[config.mk]
export PLATFORM = sky130hd
export DESIGN_NAME = bbvn_merge
export DESIGN_NICKNAME = d
export VERILOG_FILES = /design/src/hdl/bbvn_pkg.sv /design/src/hdl/bbvn_merge.sv
export SDC_FILE = /design/constraint.sdc
export NUM_CORES = 1
export LEC_CHECK = 0
export BUFFER_PORTS_ARGS = -buffer_cell sky130_fd_sc_hd__buf_2
export CAP_MARGIN = 10
export CORE_ASPECT_RATIO = 1.4
export CORE_MARGIN = 4
export CORE_UTILIZATION = 44
export DETAILED_ROUTE_END_ITERATION = 8
export PLACE_DENSITY = 0.87
export SKIP_CTS_REPAIR_TIMING = 1
export SLEW_MARGIN = 5
export SYNTH_ARGS = -nofsm -noshare
export SYNTH_HDL_FRONTEND = slang
export SYNTH_SLANG_ARGS = --single-unit
[constraint.sdc]
create_clock -name i_clk -period 0.8 [get_ports i_clk]
set_input_delay 0.08 -clock i_clk [delete_from_list [all_inputs] [get_ports i_clk]]
set_output_delay 0.08 -clock i_clk [all_outputs]
set_load 0.01 [all_outputs]
[src/hdl/bbvn_pkg.sv]
// ============================================================================
// bbvn_pkg: shared constants and types of the bounding box normalizer
// Field widths, fixed-point constants and the lane control bundle.
// ============================================================================
package bbvn_pkg;

    // parameter defaults
    localparam int MAX_VERTICES_DEF = 64;
    localparam int COORD_WIDTH_DEF  = 32;

    // stream field widths
    localparam int AXIS_W   = 32;
    localparam int NUM_AXES = 3;

    // (2v - mn - mx) * 2^29 / E gives Q2.30; the quotient fits 30 bits
    localparam int FRAC_SHIFT = 29;
    localparam int QUO_W      = 30;

    // per-cycle commands from the sequencer to every lane
    typedef struct packed {
        logic wr_en;      // store a vertex coordinate and update min/max
        logic clr;        // reset the box for the next mesh
        logic fin;        // latch extent and min+max
        logic rd_en;      // read a stored coordinate
        logic num_en;     // form |2v - mn - mx| and its sign
        logic div_start;  // start the divider
    } t_lane_ctrl;

endpackage

[src/hdl/bbvn_merge.sv]
// ============================================================================
// bbvn_merge: result merge and output register
// Packs the three lane quotients into one result transaction.
// ============================================================================
module bbvn_merge (
    input  logic                          i_clk,
    input  logic                          i_rst_n,
    input  logic                          i_push,
    input  logic [bbvn_pkg::AXIS_W-1:0]   i_q [bbvn_pkg::NUM_AXES],
    input  logic                          i_degen,
    input  logic                          i_last,
    output logic                          o_free,
    input  logic                          i_m_tready,
    output logic                          o_m_tvalid,
    output logic [bbvn_pkg::NUM_AXES*bbvn_pkg::AXIS_W-1:0] o_m_tdata,
    output logic                          o_m_tlast,
    output logic                          o_m_tuser
);

    localparam int W = bbvn_pkg::AXIS_W;

    logic                                    r_valid;
    logic [bbvn_pkg::NUM_AXES*W-1:0]         r_data;
    logic                                    r_last, r_degen;

    // a new result may enter when the register is empty or being drained
    assign o_free = !r_valid || i_m_tready;

    always_ff @(posedge i_clk) begin
        if (!i_rst_n) begin
            r_valid <= 1'b0;
        end else if (i_push) begin
            r_valid <= 1'b1;
        end else if (i_m_tready) begin
            r_valid <= 1'b0;
        end
    end

    // zero extent forces zero outputs
    always_ff @(posedge i_clk) begin
        if (i_push) begin
            for (int a = 0; a < bbvn_pkg::NUM_AXES; a++) begin
                r_data[a*W +: W] <= i_degen ? '0 : i_q[a];
            end
            r_last  <= i_last;
            r_degen <= i_degen;
        end
    end

    assign o_m_tvalid = r_valid;
    assign o_m_tdata  = r_data;
    assign o_m_tlast  = r_last;
    assign o_m_tuser  = r_degen;

endmodule

==> results.toml <==
[outcome]
status = "complete, but fails checks"
failed_checks = "negative setup slack"

[synthesis]
ys_ff_latch = 99
ys_seq_area_frac = 0.810
syn_nets = 310
synth_area_sq_um = 3660
yosys_warnings = 0
ys_top_cells_by_area = "edfxtp_1, nor2b_1, buf_6, buf_2, dfxtp_1"
synth.distinct_cells = 9
syn_avg_cell_area_sq_um = 17.6
synth_top_area_frac = 0.804
syn_inst = 208
yosysTopAreaCell = "edfxtp_1"

[die]
num_rows = 39
initial_core_util = 0.449
die_w_microns = 85.1
fp.dieH_microns = 116
core_sq_um = 8150
io_pins = 202
die_area_sq_um = 9860

[routing]
vias = 2351
ant_nets = 0
routed_wl_microns = 7770
viasPerCell = 4.47
firstDrtPassIters = 4
drc = 0
route.detailed.wl_per_inst_microns = 14.8
drt_iter0_markers = 76

[grt]
grt-ovfl-total = 0
grt_max_degree = 46
grt_pass1_wl_microns = 11200
grt_pass1_vias = 2254
track_usage = 0.154
antenna_found_initial = 0

[final_layout]
regArea_sq_um = 2960
stdcell_count = 526
syn_to_final_growth_pct = 39.9
multi_input_area_sq_um = 614
mostFrequentLayoutCells = "buf_2, edfxtp_1, nor2b_1"
fillers = 626
drive_gt1_frac = 0.521
antenna_cells = 0
nets = 522
final_util = 0.628
final_design_area_no_fill_sq_um = 5120
mostFrequentLayoutCell = "buf_2"

[place]
io_buffer_count = 201
gp_congestion = 0.766
dp.cells = 508
placed_area_sq_um = 4820

[sta]
slew_headroom = 0.851
setup_viol = 100
fin_crit_sh = 1.24
fmax_mhz = 1010
tightest_slew_ns = 0.223
rsz0062_at_grt = "yes"
setup_ws_ns = -0.191
min_period_ns = 0.991
hold_viol_final = 0
tns_ns = -12.03
hold_slack_ns = 0.0313
drv_slew = 0
clock_skew_ns = 0

[clocking]
cts_buffers = 9
cts_max_level = 3
clock_sinks = 99
clk_pin_slew_ns = 0.06
cts_tree = "done"
cts_max_path_buffers = 2
clkLatencyLatePin_ns = 0.33
cts_root_buf = "clkbuf_16"

[critical_path]
crit_buf_inv = 1
crit_family = "flip-flops"
slowest_delay_ns = 0.42
slowest_stage = "edfxtp_1"
worst-endpoint-arrival_ns = 0.91
cp_data_required_time_ns = 0.72
startpoint_type = "flop"
cp-end-kind = "output port"
critPathKind = "reg2out"
crit_fanout = 1
cp_cell_sequence = "buf_2"

[hold_path]
hp-class = "in2reg"

[power_and_ir_drop]
p_leak_nw = 2.16
power_frac_seq = 0.558
sw_frac_of_total = 0.213
p_comb_frac = 0.114
peakVddDrop_mv = 1.32
power.density_nw_per_um2 = 2190
p_clk_frac = 0.328
p_switching_w = 0.00239
internal-power_w = 0.00882

[flow_run]
max_cap_viol_count = 0
-- logic make-up after synthesis --
kind of cell	Yosys count	share of synthesized area
DFF	99	0.810
and+or+nand+nor	97	0.166
buffers and inverters	11	0.0222
AOI/OAI and AO/OA	1	0.00205
-- metal layers --
layer  vias to the layer above  wire [microns]  global-route usage
li1                       1139               -                   -
met1                      1077            2700               0.162
met2                       126            4080               0.259
met3                         9             869              0.0768
met4                         0             126              0.0676
met5                         -               0                   0
-- layout make-up --
class / instances / area share
Inverter: 1 / 0.000733
Multi-Input combinational cell: 98 / 0.120
Sequential cell: 99 / 0.579
Clock buffer: 10 / 0.0447
Timing Repair Buffer: 211 / 0.227
Tap cell: 102 / 0.0249
Clock inverter: 5 / 0.00415
-- metrics by stage --
step / power [W] / worst slack, ns
after global routing: 0.0117 / -0.243
after detailed placement: 0.00764 / 0.0108
after global placement: 0.00759 / 0.0291
final: 0.0112 / -0.191
after floorplan: 0.00685 / 0.0965
after CTS: 0.0113 / -0.208
-- power by group through the flow --
| stage | registers (W) | clock network [W] | logic (W) |
|---|---|---|---|
| after global routing | 0.00629 | 0.00401 | 0.00140 |
| after floorplan | 0.00660 | 0 | 0.000248 |
| after detailed placement | 0.00637 | 0 | 0.00127 |
| after CTS | 0.00626 | 0.00379 | 0.00128 |
| after global placement | 0.00635 | 0 | 0.00124 |
| final | 0.00626 | 0.00368 | 0.00128 |
-- flip-flops by register name, indices dropped and copies added (netlist names) --
| register | cells |
|---|---|
| o_m_tlast | 1 |
| o_m_tdata | 96 |
| o_m_tuser | 1 |
| o_m_tvalid | 1 |
-- path summary, 6_finish.rpt --
kind | cells past startpoint | start | end | slack, ns
worst max-delay path | 1 | o_m_tdata[75] | o_m_tdata[75] | -0.19
worst min-delay path | 2 | i_q[92] | o_m_tdata[28] | 0.03
worst max register to register | 3 | o_m_tvalid | o_m_tvalid | 0.06
worst min register to register | 3 | o_m_tvalid | o_m_tvalid | 0.62
-- synth_stat cells --
library cell  count
edfxtp_1         98
nor2b_1          96
buf_2             5
buf_6             4
a21boi_0          1
buf_4             1
dfxtp_1           1
inv_1             1
nand2b_1          1
Power figures use the tool's default switching activity.
