File: config.mk
export PLATFORM = sky130hd
export DESIGN_NAME = bbvn_lane
export DESIGN_NICKNAME = d
export VERILOG_FILES = /design/src/hdl/bbvn_pkg.sv /design/src/hdl/bbvn_lane.sv
export SDC_FILE = /design/constraint.sdc
export NUM_CORES = 2
export LEC_CHECK = 0
export CAP_MARGIN = 10
export CORE_ASPECT_RATIO = 0.9
export CORE_UTILIZATION = 30
export DETAILED_ROUTE_END_ITERATION = 10
export DONT_BUFFER_PORTS = 1
export SLEW_MARGIN = 20
export SYNTH_ARGS = -nofsm -noshare
export SYNTH_HDL_FRONTEND = slang
export SYNTH_SLANG_ARGS = --single-unit
File: constraint.sdc
create_clock -name i_clk -period 5.2 [get_ports i_clk]
set_input_delay 1.56 -clock i_clk [delete_from_list [all_inputs] [get_ports i_clk]]
set_output_delay 1.56 -clock i_clk [all_outputs]
set_load 0.02 [all_outputs]
File: src/hdl/bbvn_pkg.sv
// ============================================================================
// bbvn_pkg: shared constants and types of the bounding box normalizer
// Field widths, fixed-point constants and the lane control bundle.
// ============================================================================
package bbvn_pkg;

    // parameter defaults
    localparam int MAX_VERTICES_DEF = 64;
    localparam int COORD_WIDTH_DEF  = 32;

    // stream field widths
    localparam int AXIS_W   = 32;
    localparam int NUM_AXES = 3;

    // (2v - mn - mx) * 2^29 / E gives Q2.30; the quotient fits 30 bits
    localparam int FRAC_SHIFT = 29;
    localparam int QUO_W      = 30;

    // per-cycle commands from the sequencer to every lane
    typedef struct packed {
        logic wr_en;      // store a vertex coordinate and update min/max
        logic clr;        // reset the box for the next mesh
        logic fin;        // latch extent and min+max
        logic rd_en;      // read a stored coordinate
        logic num_en;     // form |2v - mn - mx| and its sign
        logic div_start;  // start the divider
    } t_lane_ctrl;

endpackage

File: src/hdl/bbvn_lane.sv
// ============================================================================
// bbvn_lane: one axis of the normalizer
// Coordinate store, min/max tracking and a bit-serial restoring divider.
// ============================================================================
module bbvn_lane #(
    parameter int MAX_VERTICES = bbvn_pkg::MAX_VERTICES_DEF,
    parameter int COORD_WIDTH  = bbvn_pkg::COORD_WIDTH_DEF,
    localparam int AW = (MAX_VERTICES > 1) ? $clog2(MAX_VERTICES) : 1
) (
    input  logic                       i_clk,
    input  logic                       i_rst_n,
    input  bbvn_pkg::t_lane_ctrl       i_ctrl,
    input  logic [AW-1:0]              i_addr,
    input  logic [bbvn_pkg::AXIS_W-1:0] i_coord,
    input  logic [COORD_WIDTH-1:0]     i_ext,
    output logic [COORD_WIDTH-1:0]     o_ext,
    output logic                       o_done,
    output logic [bbvn_pkg::AXIS_W-1:0] o_q
);

    localparam int CW   = COORD_WIDTH;
    localparam int QW   = bbvn_pkg::QUO_W;
    localparam int DW   = CW + QW;
    localparam int CNTW = $clog2(QW + 1);

    localparam logic signed [CW-1:0] MOST_POS = {1'b0, {(CW-1){1'b1}}};
    localparam logic signed [CW-1:0] MOST_NEG = {1'b1, {(CW-1){1'b0}}};

    logic signed [CW-1:0] w_coord;
    assign w_coord = $signed(i_coord[CW-1:0]);

    // coordinate store
    logic [CW-1:0] r_mem [MAX_VERTICES];
    logic [CW-1:0] r_rd;

    always_ff @(posedge i_clk) begin
        if (i_ctrl.wr_en) begin
            r_mem[i_addr] <= w_coord;
        end
        if (i_ctrl.rd_en) begin
            r_rd <= r_mem[i_addr];
        end
    end

    // per-axis min/max
    logic signed [CW-1:0] r_min, r_max;

    always_ff @(posedge i_clk) begin
        if (!i_rst_n || i_ctrl.clr) begin
            r_min <= MOST_POS;
            r_max <= MOST_NEG;
        end else if (i_ctrl.wr_en) begin
            if (w_coord < r_min) r_min <= w_coord;
            if (w_coord > r_max) r_max <= w_coord;
        end
    end

    // extent and min+max at end of mesh
    logic [CW-1:0]        r_ext;
    logic signed [CW:0]   r_sum;
    logic [CW:0]          w_diff;

    assign w_diff = {r_max[CW-1], r_max} - {r_min[CW-1], r_min};

    always_ff @(posedge i_clk) begin
        if (i_ctrl.fin) begin
            r_ext <= w_diff[CW-1:0];
            r_sum <= {r_min[CW-1], r_min} + {r_max[CW-1], r_max};
        end
    end

    assign o_ext = r_ext;

    // numerator magnitude and sign; |2v - mn - mx| never exceeds the extent
    logic [CW+1:0] w_dpos, w_dneg;
    logic [CW-1:0] r_mag;
    logic          r_neg;

    assign w_dpos = {r_rd[CW-1], r_rd, 1'b0} - {r_sum[CW], r_sum};
    assign w_dneg = {r_sum[CW], r_sum} - {r_rd[CW-1], r_rd, 1'b0};

    always_ff @(posedge i_clk) begin
        if (i_ctrl.num_en) begin
            r_neg <= w_dpos[CW+1];
            r_mag <= w_dpos[CW+1] ? w_dneg[CW-1:0] : w_dpos[CW-1:0];
        end
    end

    // rounded dividend: mag * 2^29 + E/2
    logic [DW-1:0] w_dvd;
    assign w_dvd = DW'({r_mag, {bbvn_pkg::FRAC_SHIFT{1'b0}}}) + DW'(i_ext >> 1);

    // restoring divider, one quotient bit per cycle; the top part of the
    // dividend is already below E because the quotient fits QW bits
    logic [CW-1:0]   r_rem;
    logic [QW-1:0]   r_sh;
    logic [CNTW-1:0] r_cnt;
    logic            r_busy, r_fix, r_done;
    logic [bbvn_pkg::AXIS_W-1:0] r_q;
    logic [CW:0]     w_trial, w_sub;
    logic            w_ge;

    assign w_trial = {r_rem, r_sh[QW-1]};
    assign w_ge    = (w_trial >= {1'b0, i_ext});
    assign w_sub   = w_trial - {1'b0, i_ext};

    always_ff @(posedge i_clk) begin
        if (i_ctrl.div_start) begin
            r_rem <= w_dvd[DW-1:QW];
            r_sh  <= w_dvd[QW-1:0];
            r_cnt <= CNTW'(QW);
        end else if (r_busy) begin
            r_rem <= w_ge ? w_sub[CW-1:0] : w_trial[CW-1:0];
            r_sh  <= {r_sh[QW-2:0], w_ge};
            r_cnt <= r_cnt - CNTW'(1);
        end
        if (r_fix) begin
            r_q <= r_neg ? -bbvn_pkg::AXIS_W'(r_sh) : bbvn_pkg::AXIS_W'(r_sh);
        end
    end

    // divider control
    always_ff @(posedge i_clk) begin
        if (!i_rst_n) begin
            r_busy <= 1'b0;
            r_fix  <= 1'b0;
            r_done <= 1'b0;
        end else if (i_ctrl.div_start) begin
            r_busy <= 1'b1;
            r_fix  <= 1'b0;
            r_done <= 1'b0;
        end else begin
            r_fix <= 1'b0;
            if (r_busy && r_cnt == CNTW'(1)) begin
                r_busy <= 1'b0;
                r_fix  <= 1'b1;
            end
            if (r_fix) begin
                r_done <= 1'b1;
            end
        end
    end

    assign o_done = r_done;
    assign o_q    = r_q;

endmodule

==> run_results.csv <==
group,metric,value,unit
timing,hold_ws,0.509,ns
yosys,synth-compound-area-share,0.144,
detailed_routing,drt-vias-per-instance,5.49,
clock_tree,cts-buffers-inserted,223,
clock_tree,clock_path_buffers,4,
global_routing,grt_max_degree,115,
floorplan,die_x,594,µm
timing,worstMarginPinSlew,1.12,ns
clock_tree,insertion_delay,0.95,ns
global_routing,grt_overflow,0,
yosys,yosysUniqueCellTypes,88,
timing,timing.fmax,241,MHz
yosys,synth_common_cells,"edfxtp_1, a22oi_1, clkbuf_1, a21oi_1, a31oi_1",
yosys,yosys.area_share.simple,0.0406,
timing,finalHoldViolCount,0,
clock_tree,cts_setup_buffers,0,
detailed_routing,dr_total_vias,57500,
yosys,synthFlopType,"edfxtp_1",
timing,drv_slew,0,
floorplan,start_util,0.302,
yosys,synth.avg_cell_area,15.6,µm²
worst_setup_path,critPathArrivalTime,4.72,ns
placement,io_buffers,0,
global_routing,antenna_found_initial,11,
power_and_ir_drop,p_leak,34.8,nW
timing,finClkSkew,0.129,ns
layout,drive_above_1_share,0.108,
power_and_ir_drop,power_density,397,nW/µm²
clock_tree,cts_resized,0,
layout,nFillCells,29700,
min_path,hold_path.class,"flop to flop",
yosys,async_flop_share,0,
clock_tree,cts_max_level,4,
global_routing,grt_pass1_vias,55100,
worst_setup_path,crit_type,"primary input to flop",
detailed_routing,drt_iter0_drc,6731,
worst_setup_path,startpoint_type,"primary input",
detailed_routing,final_antenna_net_count,0,
clock_tree,clock_sinks,2343,
yosys,yosysSeqAreaShare,0.736,
timing,min_period_over_period,0.797,
floorplan,ios,143,
outcome,status,"complete, no violations",
global_routing,grt_usage,0.174,
timing,rsz0062_at_grt,"no",
layout,seqCellArea,69600,µm²
worst_setup_path,crit_path_max_fanout,5,
detailed_routing,drc,0,
yosys,netlist_top_cells_area,"edfxtp_1, a22oi_1, ha_1",
run,maxCapViolCount,0,
timing,slew_headroom,0.246,
worst_setup_path,cp-end-kind,"flop",
timing,fin_tns_setup,0,ns
detailed_routing,wl_per_cell,27.4,µm
yosys,synth.most_common_cell,"edfxtp_1",
clock_tree,clk_pin_slew_worst_paths,0.06,ns
yosys,synth-xor-area-share,0.0165,
placement,hpwl,172,mm
clock_tree,cts_root_buf,"clkbuf_16",
timing,setup_viol,0,
floorplan,die-area,318000,µm²
yosys,ys_ff_latch,2343,
floorplan,num_rows,195,
detailed_routing,drt-pass1-iter-count,5,
yosys,synth_edf_count,2271,
power_and_ir_drop,power,43.1,mW
placement,gp_congestion,0.848,
floorplan,die_h,535,µm
layout,multi_input_area,23300,µm²
power_and_ir_drop,vdd_drop_max,391,µV
yosys,syn_inst,6071,
yosys,synth_mux_area_frac,0.00825,
layout,nets,6466,
global_routing,grt_pass1_wl,405,mm
detailed_routing,totalWireLength,288,mm
floorplan,core,314000,µm²
layout,syn2layout_area_growth,14.9,%
yosys,synthAdderAreaFrac,0.0310,
timing,min_period,4.14,ns
yosys,synth_top_family_by_area,"compound AO/OA/AOI/OAI gates",
yosys,syn_nets,6380,
yosys,ys_warn_count,0,
yosys,yosys.area.top_type,"edfxtp_1",
clock_tree,cts_tree,"yes",
worst_setup_path,cp.required,5.78,ns
yosys,synth_top_cell_area_share,0.721,
clock_tree,holdBufCountCts,0,
yosys,synthesis.area,94600,µm²
==> layout by cell type, fill, tap and decap left out, types with 180 or more instances in the layout <==
cell type / instances
a221oi_1: 202
nand2_1: 180
a22oi_1: 626
inv_1: 213
a21oi_1: 263
a22o_1: 200
a31oi_1: 234
edfxtp_1: 2271
ha_1: 225
clkbuf_16: 226
==> final cells by class <==
class,count,area share
Sequential cell,2343,0.640
Multi-Input combinational cell,3146,0.214
Clock buffer,263,0.0533
Tap cell,4137,0.0476
Timing Repair Buffer,229,0.0242
Clock inverter,141,0.0129
Inverter,214,0.00739
Antenna cell,7,0.000161
==> worst max-delay path: stages <==
cell and delay [ns]:
ha_1 0.17, inv_1 0.08, fa_1 0.40, a21o_1 0.20
a221o_1 0.35, a211oi_1 0.41, o31ai_2 0.21, a31oi_1 0.36
o21ai_2 0.13, a31oi_1 0.41, o31ai_1 0.14, xnor2_1 0.18
o21ai_0 0.11
==> cells by family (layout without fill, tap and decap cells) <==
group,count (synthesis),after routing
compound gates,1888,1888
xor+xnor,178,178
fa+ha+maj,231,231
buf+inv,582,847
flops,2343,2343
mux,74,74
other cells,0,7
simple gates,775,775
==> stage by stage <==
stage	area (µm²)	cells	utilization	worst slack, ns
floorplan	94600	6071	-	0.148
global placement	102000	10100	0.324	0.162
detailed placement	102000	10100	0.324	0.301
CTS	109000	10500	0.347	1.03
global route	109000	10500	0.347	0.768
finish	109000	10500	0.347	1.06
==> report_power, final <==
group | internal [mW] | switching (mW)
registers | 21.4 | 0.470
logic | 1.95 | 3.05
clock network | 9.14 | 7.11
==> metal layers <==
| layer | vias to the layer above | part of all wire | global-route usage |
|---|---|---|---|
| li1 | 24700 | - | - |
| met1 | 29300 | 0.41 | 0.237 |
| met2 | 3057 | 0.45 | 0.274 |
| met3 | 434 | 0.11 | 0.0502 |
| met4 | 4 | 0.025 | 0.0427 |
| met5 | - | 0.000056 | 0 |
==> flip-flops by register name, summed over array words and instances, names as in the netlist <==
name and count:
r_mem 2048, o_ext 32, o_q 32, r_mag 32, r_max 32, r_min 32
r_rd 32, r_rem 32, r_sum 32, r_sh 30, r_cnt 5, o_done 1
r_busy 1, r_fix 1, r_neg 1
==> final timing paths <==
| kind | from | endpoint | slack [ns] | cells after the start |
|---|---|---|---|---|
| setup / recovery | i_ext[0] | r_rem[30] | 1.06 | 13 |
| hold / removal | r_cnt[4] | r_cnt[4] | 0.51 | 2 |
| setup reg to reg | r_rd[0] | r_mag[29] | 1.06 | 12 |
| hold reg to reg | r_cnt[4] | r_cnt[4] | 0.51 | 2 |
Note: power is estimated with default switching activity, not from simulation.
